$ cat src/design/assert_macros.svh
// ----------------------------------------------------------------------------
// Assertion macros shared by the barycentric coordinates unit.
// Both macros take a clock, an active-high reset, an antecedent and a
// consequent, and report through $error.
// ----------------------------------------------------------------------------
`ifndef ASSERT_MACROS_SVH
`define ASSERT_MACROS_SVH

// Same-cycle implication.
`define BCU_ASSERT_IMPL(label, clk, rst, ante, cons, msg) \
   label: assert property (@(posedge clk) disable iff (rst) (ante) |-> (cons)) \
      else $error(msg);

// Next-cycle implication.
`define BCU_ASSERT_NEXT(label, clk, rst, ante, cons, msg) \
   label: assert property (@(posedge clk) disable iff (rst) (ante) |=> (cons)) \
      else $error(msg);

`endif

$ cat src/design/bcu_pkg.sv
// ----------------------------------------------------------------------------
// bcu_pkg
// Types and fixed constants of the barycentric coordinates unit.
// ----------------------------------------------------------------------------
`timescale 1ns / 1ps

package bcu_pkg;

   // Limb width of the split multipliers; each partial product is a signed
   // (LIMB_W+1) by (LIMB_W+1) multiplication.
   localparam int LIMB_W = 34;

   // Result weights are always 32 bits wide.
   localparam int OUT_W = 32;
   localparam int N_COORDS = 12;
   localparam int RSP_TDATA_W = 3 * OUT_W;

   localparam logic [OUT_W-1:0] SAT_MAX = {1'b0, {(OUT_W-1){1'b1}}};
   localparam logic [OUT_W-1:0] SAT_MIN = {1'b1, {(OUT_W-1){1'b0}}};

   // Control bits that travel alongside the divider pipeline.
   typedef struct packed {
      logic valid;
      logic degenerate;
      logic neg_v;
      logic neg_w;
   } bcu_side_type;

   // One finished result.
   typedef struct packed {
      logic [OUT_W-1:0] weight_w;
      logic [OUT_W-1:0] weight_v;
      logic [OUT_W-1:0] weight_u;
      logic             degenerate;
   } bcu_res_type;

endpackage

$ cat src/design/bcu_mul.sv
// ----------------------------------------------------------------------------
// bcu_mul
// Two-stage signed multiplier: limb partial products, then their sum.
// ----------------------------------------------------------------------------
`timescale 1ns / 1ps

module bcu_mul import bcu_pkg::*; #(
   parameter int A_W = 33,
   parameter int B_W = 33
) (
   input  logic                     clock,
   input  logic                     en,
   input  logic signed [A_W-1:0]    a,
   input  logic signed [B_W-1:0]    b,
   output logic signed [A_W+B_W-1:0] p
);

   localparam int NA   = (A_W + LIMB_W - 1) / LIMB_W;
   localparam int NB   = (B_W + LIMB_W - 1) / LIMB_W;
   localparam int AX_W = NA * LIMB_W;
   localparam int BX_W = NB * LIMB_W;
   localparam int PP_W = 2 * LIMB_W + 2;
   localparam int P_W  = A_W + B_W;

   logic signed [AX_W-1:0]  a_ext;
   logic signed [BX_W-1:0]  b_ext;
   logic signed [LIMB_W:0]  a_limb [NA];
   logic signed [LIMB_W:0]  b_limb [NB];
   logic signed [PP_W-1:0]  pp_ff  [NA*NB];
   logic signed [P_W-1:0]   acc;
   logic signed [P_W-1:0]   p_ff;

   assign a_ext = AX_W'(a);
   assign b_ext = BX_W'(b);

   // Lower limbs are unsigned, the top limb carries the sign.
   for (genvar k = 0; k < NA; k++) begin : g_alimb
      if (k == NA - 1) begin : g_top
         assign a_limb[k] = {a_ext[AX_W-1], a_ext[k*LIMB_W +: LIMB_W]};
      end else begin : g_low
         assign a_limb[k] = {1'b0, a_ext[k*LIMB_W +: LIMB_W]};
      end
   end

   for (genvar j = 0; j < NB; j++) begin : g_blimb
      if (j == NB - 1) begin : g_top
         assign b_limb[j] = {b_ext[BX_W-1], b_ext[j*LIMB_W +: LIMB_W]};
      end else begin : g_low
         assign b_limb[j] = {1'b0, b_ext[j*LIMB_W +: LIMB_W]};
      end
   end

   always_ff @(posedge clock) begin
      if (en) begin
         for (int k = 0; k < NA; k++) begin
            for (int j = 0; j < NB; j++) begin
               pp_ff[k*NB+j] <= a_limb[k] * b_limb[j];
            end
         end
      end
   end

   always_comb begin
      acc = '0;
      for (int k = 0; k < NA; k++) begin
         for (int j = 0; j < NB; j++) begin
            acc = acc + (P_W'(pp_ff[k*NB+j]) <<< (LIMB_W * (k + j)));
         end
      end
   end

   always_ff @(posedge clock) begin
      if (en) begin
         p_ff <= acc;
      end
   end

   assign p = p_ff;

endmodule

$ cat config.mk
export PLATFORM = sky130hd
export DESIGN_NAME = bcu_mul
export DESIGN_NICKNAME = d
export VERILOG_FILES = /design/src/design/assert_macros.svh /design/src/design/bcu_pkg.sv /design/src/design/bcu_mul.sv
export SDC_FILE = /design/constraint.sdc
export NUM_CORES = 2
export LEC_CHECK = 0
export BUFFER_PORTS_ARGS = -buffer_cell sky130_fd_sc_hd__buf_2
export CORE_MARGIN = 5
export CORE_UTILIZATION = 50
export DETAILED_ROUTE_END_ITERATION = 7
export PLACE_DENSITY = 0.67
export SETUP_SLACK_MARGIN = 0.1
export SLEW_MARGIN = 20
export SYNTH_ARGS = -nofsm -noshare
export SYNTH_HDL_FRONTEND = slang
export SYNTH_SLANG_ARGS = --single-unit
$ cat constraint.sdc
create_clock -name clock -period 7.3 [get_ports clock]
set_input_delay 0.365 -clock clock [delete_from_list [all_inputs] [get_ports clock]]
set_output_delay 0.365 -clock clock [all_outputs]
set_load 0.01 [all_outputs]
Word-level counts from Yosys, hierarchy flattened
Memories as Yosys holds them, arrays and structs flattened. A register that Yosys moved wholly into a read port is not among the register bits.
Cells that the tools add are included.
{ "totals": {"regBits": 0, "mem_bits_rw": 70, "output_inout_bits": 66, "elab_cells": 4, "n_memories": 1} }
{ "op_classes": {"n_mul": 1, "mux": 2} }
{ "memory_table": {"columns": ["name", "words", "width", "read_ports", "rd_ports_with_merged_regs", "write_ports", "line_no", "rtl"], "rows": [
  ["pp_ff", 1, 70, 1, 1, 1, "bcu_mul.sv:29", "logic signed [PP_W-1:0] pp_ff [NA*NB];"]
]} }
{ "op_table": {"columns": ["op", "n"], "rows": [
  ["multiplier 33 x 33 -> 66 bit", 1],
  ["two-way mux 1 bit", 2]
]} }

Depth between registers and ports, before layout
{ "depth": {"ltp_word": 2, "depth_mapped": 30, "mapped_depth_nobuf": 28} }

Worst setup path after synthesis
No wires, ideal clock.
{ "synth_timing": {"kind": "input to register", "startpoint": "in a[32]", "endpoint": "mem pp_ff[0][62] in the netlist's numbering, data pin", "setup_ns": 0.262, "arrival_ns": 7.497, "path_slack_ns": -0.460, "cell_stages": 23, "path_buffers": 1, "path_cell_list": "clkbuf_1 -> nand2_1 -> inv_1 -> fa_1 -> fa_1 -> fa_1 -> fa_1 -> fa_1 -> fa_1 -> fa_1 -> inv_1 -> fa_1 -> inv_1 -> ha_1 -> a21o_1 -> a21o_1 -> a21oi_1 -> and2b_2 -> a31oi_1 -> o31ai_4 -> a221oi_1 -> o21bai_1 -> xor2_1"} }
{ "synth_between": {"elab_chain_cells": 1} }
{ "synth_rtl": {"columns": ["item", "line_no", "rtl"], "rows": [
  ["start, declared", "bcu_mul.sv:13", "input logic signed [A_W-1:0] a,"],
  ["multiplier 33 x 33 -> 66 bit", "bcu_mul.sv:57", "pp_ff[k*NB+j] <= a_limb[k] * b_limb[j];"],
  ["end, declared", "bcu_mul.sv:29", null]
]} }
Every way passes these cells.

Worst setup path in the final report
{ "layout_timing": {"startpoint": "in b[9]", "endpoint": "mem pp_ff[0][44] in the netlist's numbering, data pin"} }
{ "layout_between": {"elab_chain_cells": 1} }
{ "layout_rtl": {"columns": ["item", "line_no", "rtl"], "rows": [
  ["start, declared", "bcu_mul.sv:14", "input logic signed [B_W-1:0] b,"],
  ["multiplier 33 x 33 -> 66 bit", "bcu_mul.sv:57", null]
]} }
Every way passes these cells.

==> flow_metrics.py <==
metrics = {
    "logic_synthesis": {
        "yosysUniqueCellTypes": 65,
        "netlist_top_cells_area": "fa_1, inv_1, edfxtp_1",
        "synthCells": 4362,
        "synth.largest_area_cell": "fa_1",
        "synth_edf_count": 132,
        "synth-seq-cells": 132,
        "synth_nets": 5792,
        "synthesis.area_mm2": 0.04296,
        "async_flop_share_pct": 0,
        "yosysSeqAreaShare_pct": 9.227,
        "yosysTopAreaCellShare_pct": 53.36,
        "synth_top_flop_cell": "edfxtp_1",
        "yosysWarningCount": 0,
        "synth.avg_cell_area_um2": 9.848,
    },
    "floorplanning": {
        "core-area_mm2": 0.08528,
        "pin_count": 134,
        "die_h_um": 303.1,
        "die_w_um": 303.1,
        "rows": 107,
        "initial_utilization_pct": 50.37,
        "fp.dieArea_mm2": 0.09188,
    },
    "setup_path": {
        "worstPathMaxFanout": 15,
        "worstPathRequired_ps": 7470,
        "cp_data_arrival_time_ps": 7340,
        "end_kind": "register",
        "crit_top_cell": "fa_1",
        "crit_slowest_cell": "fa_1",
        "path_buf_inv": 10,
        "criticalPathCategory": "in2reg",
        "critPathLaunchType": "input pin",
        "max_stage_delay_ps": 570,
        "path_delay_family": "adder cells",
    },
    "sta": {
        "worstMarginPinSlew_ps": 779.4,
        "slew_viol_final": 0,
        "final_hold_viol_count": 0,
        "hold_ws_ps": 416.7,
        "period_share_pct": 98.22,
        "fin_skew_ps": 8.995,
        "fmax_ghz": 0.1395,
        "rsz0062_at_grt": "yes",
        "setup_viol": 0,
        "fin_crit_ps": 7170,
        "relSlewSlack_pct": 48.04,
    },
    "detailed_routing": {
        "first_pass_iters": 5,
        "dr.first_iter.drc_count": 1664,
        "vias": 30500,
        "drc": 0,
        "wirelength_met1_um": 41140,
        "top_layer_used": "met5",
        "drt-vias-per-instance": 5.133,
        "routed-wl-met2_um": 60180,
        "drt-total-wl_um": 114200,
        "wire_per_inst_um": 19.22,
        "wl_met3_um": 6097,
        "ant_nets": 0,
    },
    "clock_network": {
        "clkTransAtPathRegs_ps": 60,
        "cts_max_level": 4,
        "cts_buffers": 17,
        "hold_buffers": 0,
        "numClockSinks": 132,
        "clock_path_buffers": 2,
        "clk_latency_ps": 430,
        "cts_tree": "yes",
        "cts-root-buf": "clkbuf_16",
    },
    "grt": {
        "grt_antenna_before_repair": 6,
        "grt_pass1_wl_um": 183900,
        "grt_max_degree": 84,
        "grt.total_usage_pct": 25.86,
        "grt-ovfl-total": 0,
        "first_global_vias": 34820,
    },
    "worst_hold_path": {
        "hold_path.class": "reg2reg",
    },
    "cells_and_area": {
        "drive_above_1_share_pct": 16.93,
        "nets": 6212,
        "syn_to_final_growth_pct": 16.72,
    },
    "flow_run": {
        "cap_violations": 0,
    },
    "placement": {
        "portBuffers": 133,
        "gp_congestion": 0.9009,
        "place_hpwl_um": 98970,
    },
    "status": {
        "outcome": "finished, final reports clean",
    },
}
layer usage:
layer	up-vias	global-route usage, %
li1	13320	-
met1	15900	29.98
met2	982	47.95
met3	297	3.103
met4	2	11.82
met5	-	0
path summary, 6_finish.rpt:
| path | from | endpoint | slack (ps) | depth (start not counted) |
|---|---|---|---|---|
| worst max-delay path | b[9] | pp_ff[0][44] | 130 | 28 |
| worst min-delay path | pp_ff[0][15] | p[15] | 420 | 0 |
| worst max register to register | pp_ff[0][24] | p[24] | 6580 | 0 |
| worst min register to register | pp_ff[0][15] | p[15] | 420 | 0 |
cell families after synthesis:
family / share of synthesized area, %
AOI/OAI and AO/OA: 3.218
and+or+nand+nor: 14.46
adders and majority gates: 59.68
buffers and inverters: 11.91
xor gates and xnor gates: 1.509
DFF: 9.227
cells in the mapped netlist (2+ instances only):
library cell  count
a21boi_0          4
o31ai_1           2
nor3b_1           2
clkbuf_8          3
nand4_1          11
a21o_2            3
inv_1          1127
edfxtp_1        132
a21oi_1          67
a21o_1           39
o21a_1            8
a211oi_1          7
nor2b_1           5
and2_2            2
nor3_1            4
a221oi_1          2
fa_1           1145
and4_1            2
o21bai_1          6
nand3_1          17
xor2_1           22
a31oi_1          11
nand2b_1         11
and2_1          558
o211ai_1          7
xnor2_1          52
o311a_1           2
nor2_1           62
buf_4             2
and3_1            6
clkbuf_1        213
ha_1            217
and3_2            2
nand2_1         546
o21ai_0          33
metrics by stage:
step                worst slack, ps  utilization (%)  instances  TNS [ps]  area (µm²)
floorplan                     95.16                -       4362         0       43050
global placement             -588.4            56.59       5880    -10080       48260
detailed placement           -685.7            56.59       5880    -11030       48260
CTS                           65.75            57.38       5914         0       48940
global route                 -8.109            58.79       5940    -8.109       50130
finish                        130.0            58.79       5942         0       50140
layout make-up:
cell class	count	area, µm²
tap	1144	1431
clock buffer	17	425.4
multi-input combinational	2881	34490
timing repair buffer	623	5408
fill	7280	35140
sequential	132	3964
antenna	3	7.507
clock inverter	15	176.4
inverter	1127	4234
layout by cell type (no fill, tap or decap), drive strengths merged, types with 9 or more instances in the layout:
cell,instances
a21o,42
a21oi,67
a31oi,13
and2,561
buf,610
clkbuf,30
edfxtp,132
fa,1145
ha,217
inv,1131
nand2,546
nand2b,11
nand3,17
nand4,11
nor2,62
o21a,9
o21ai,35
xnor2,52
xor2,22
flip-flops by register name, summed over array words and instances, names as in the netlist:
name	flops
p	66
pp_ff	66
what timing repair did:
action | CTS | global route
gates cloned | 0 | 8
setup endpoints to repair | 18 | 27
setup buffers | 2 | 17
pin swaps | 7 | 122
gates resized for setup | 19 | 275
Power is not shown: default switching activity piles up to over one toggle a cycle in this logic, so the estimate is an artifact.
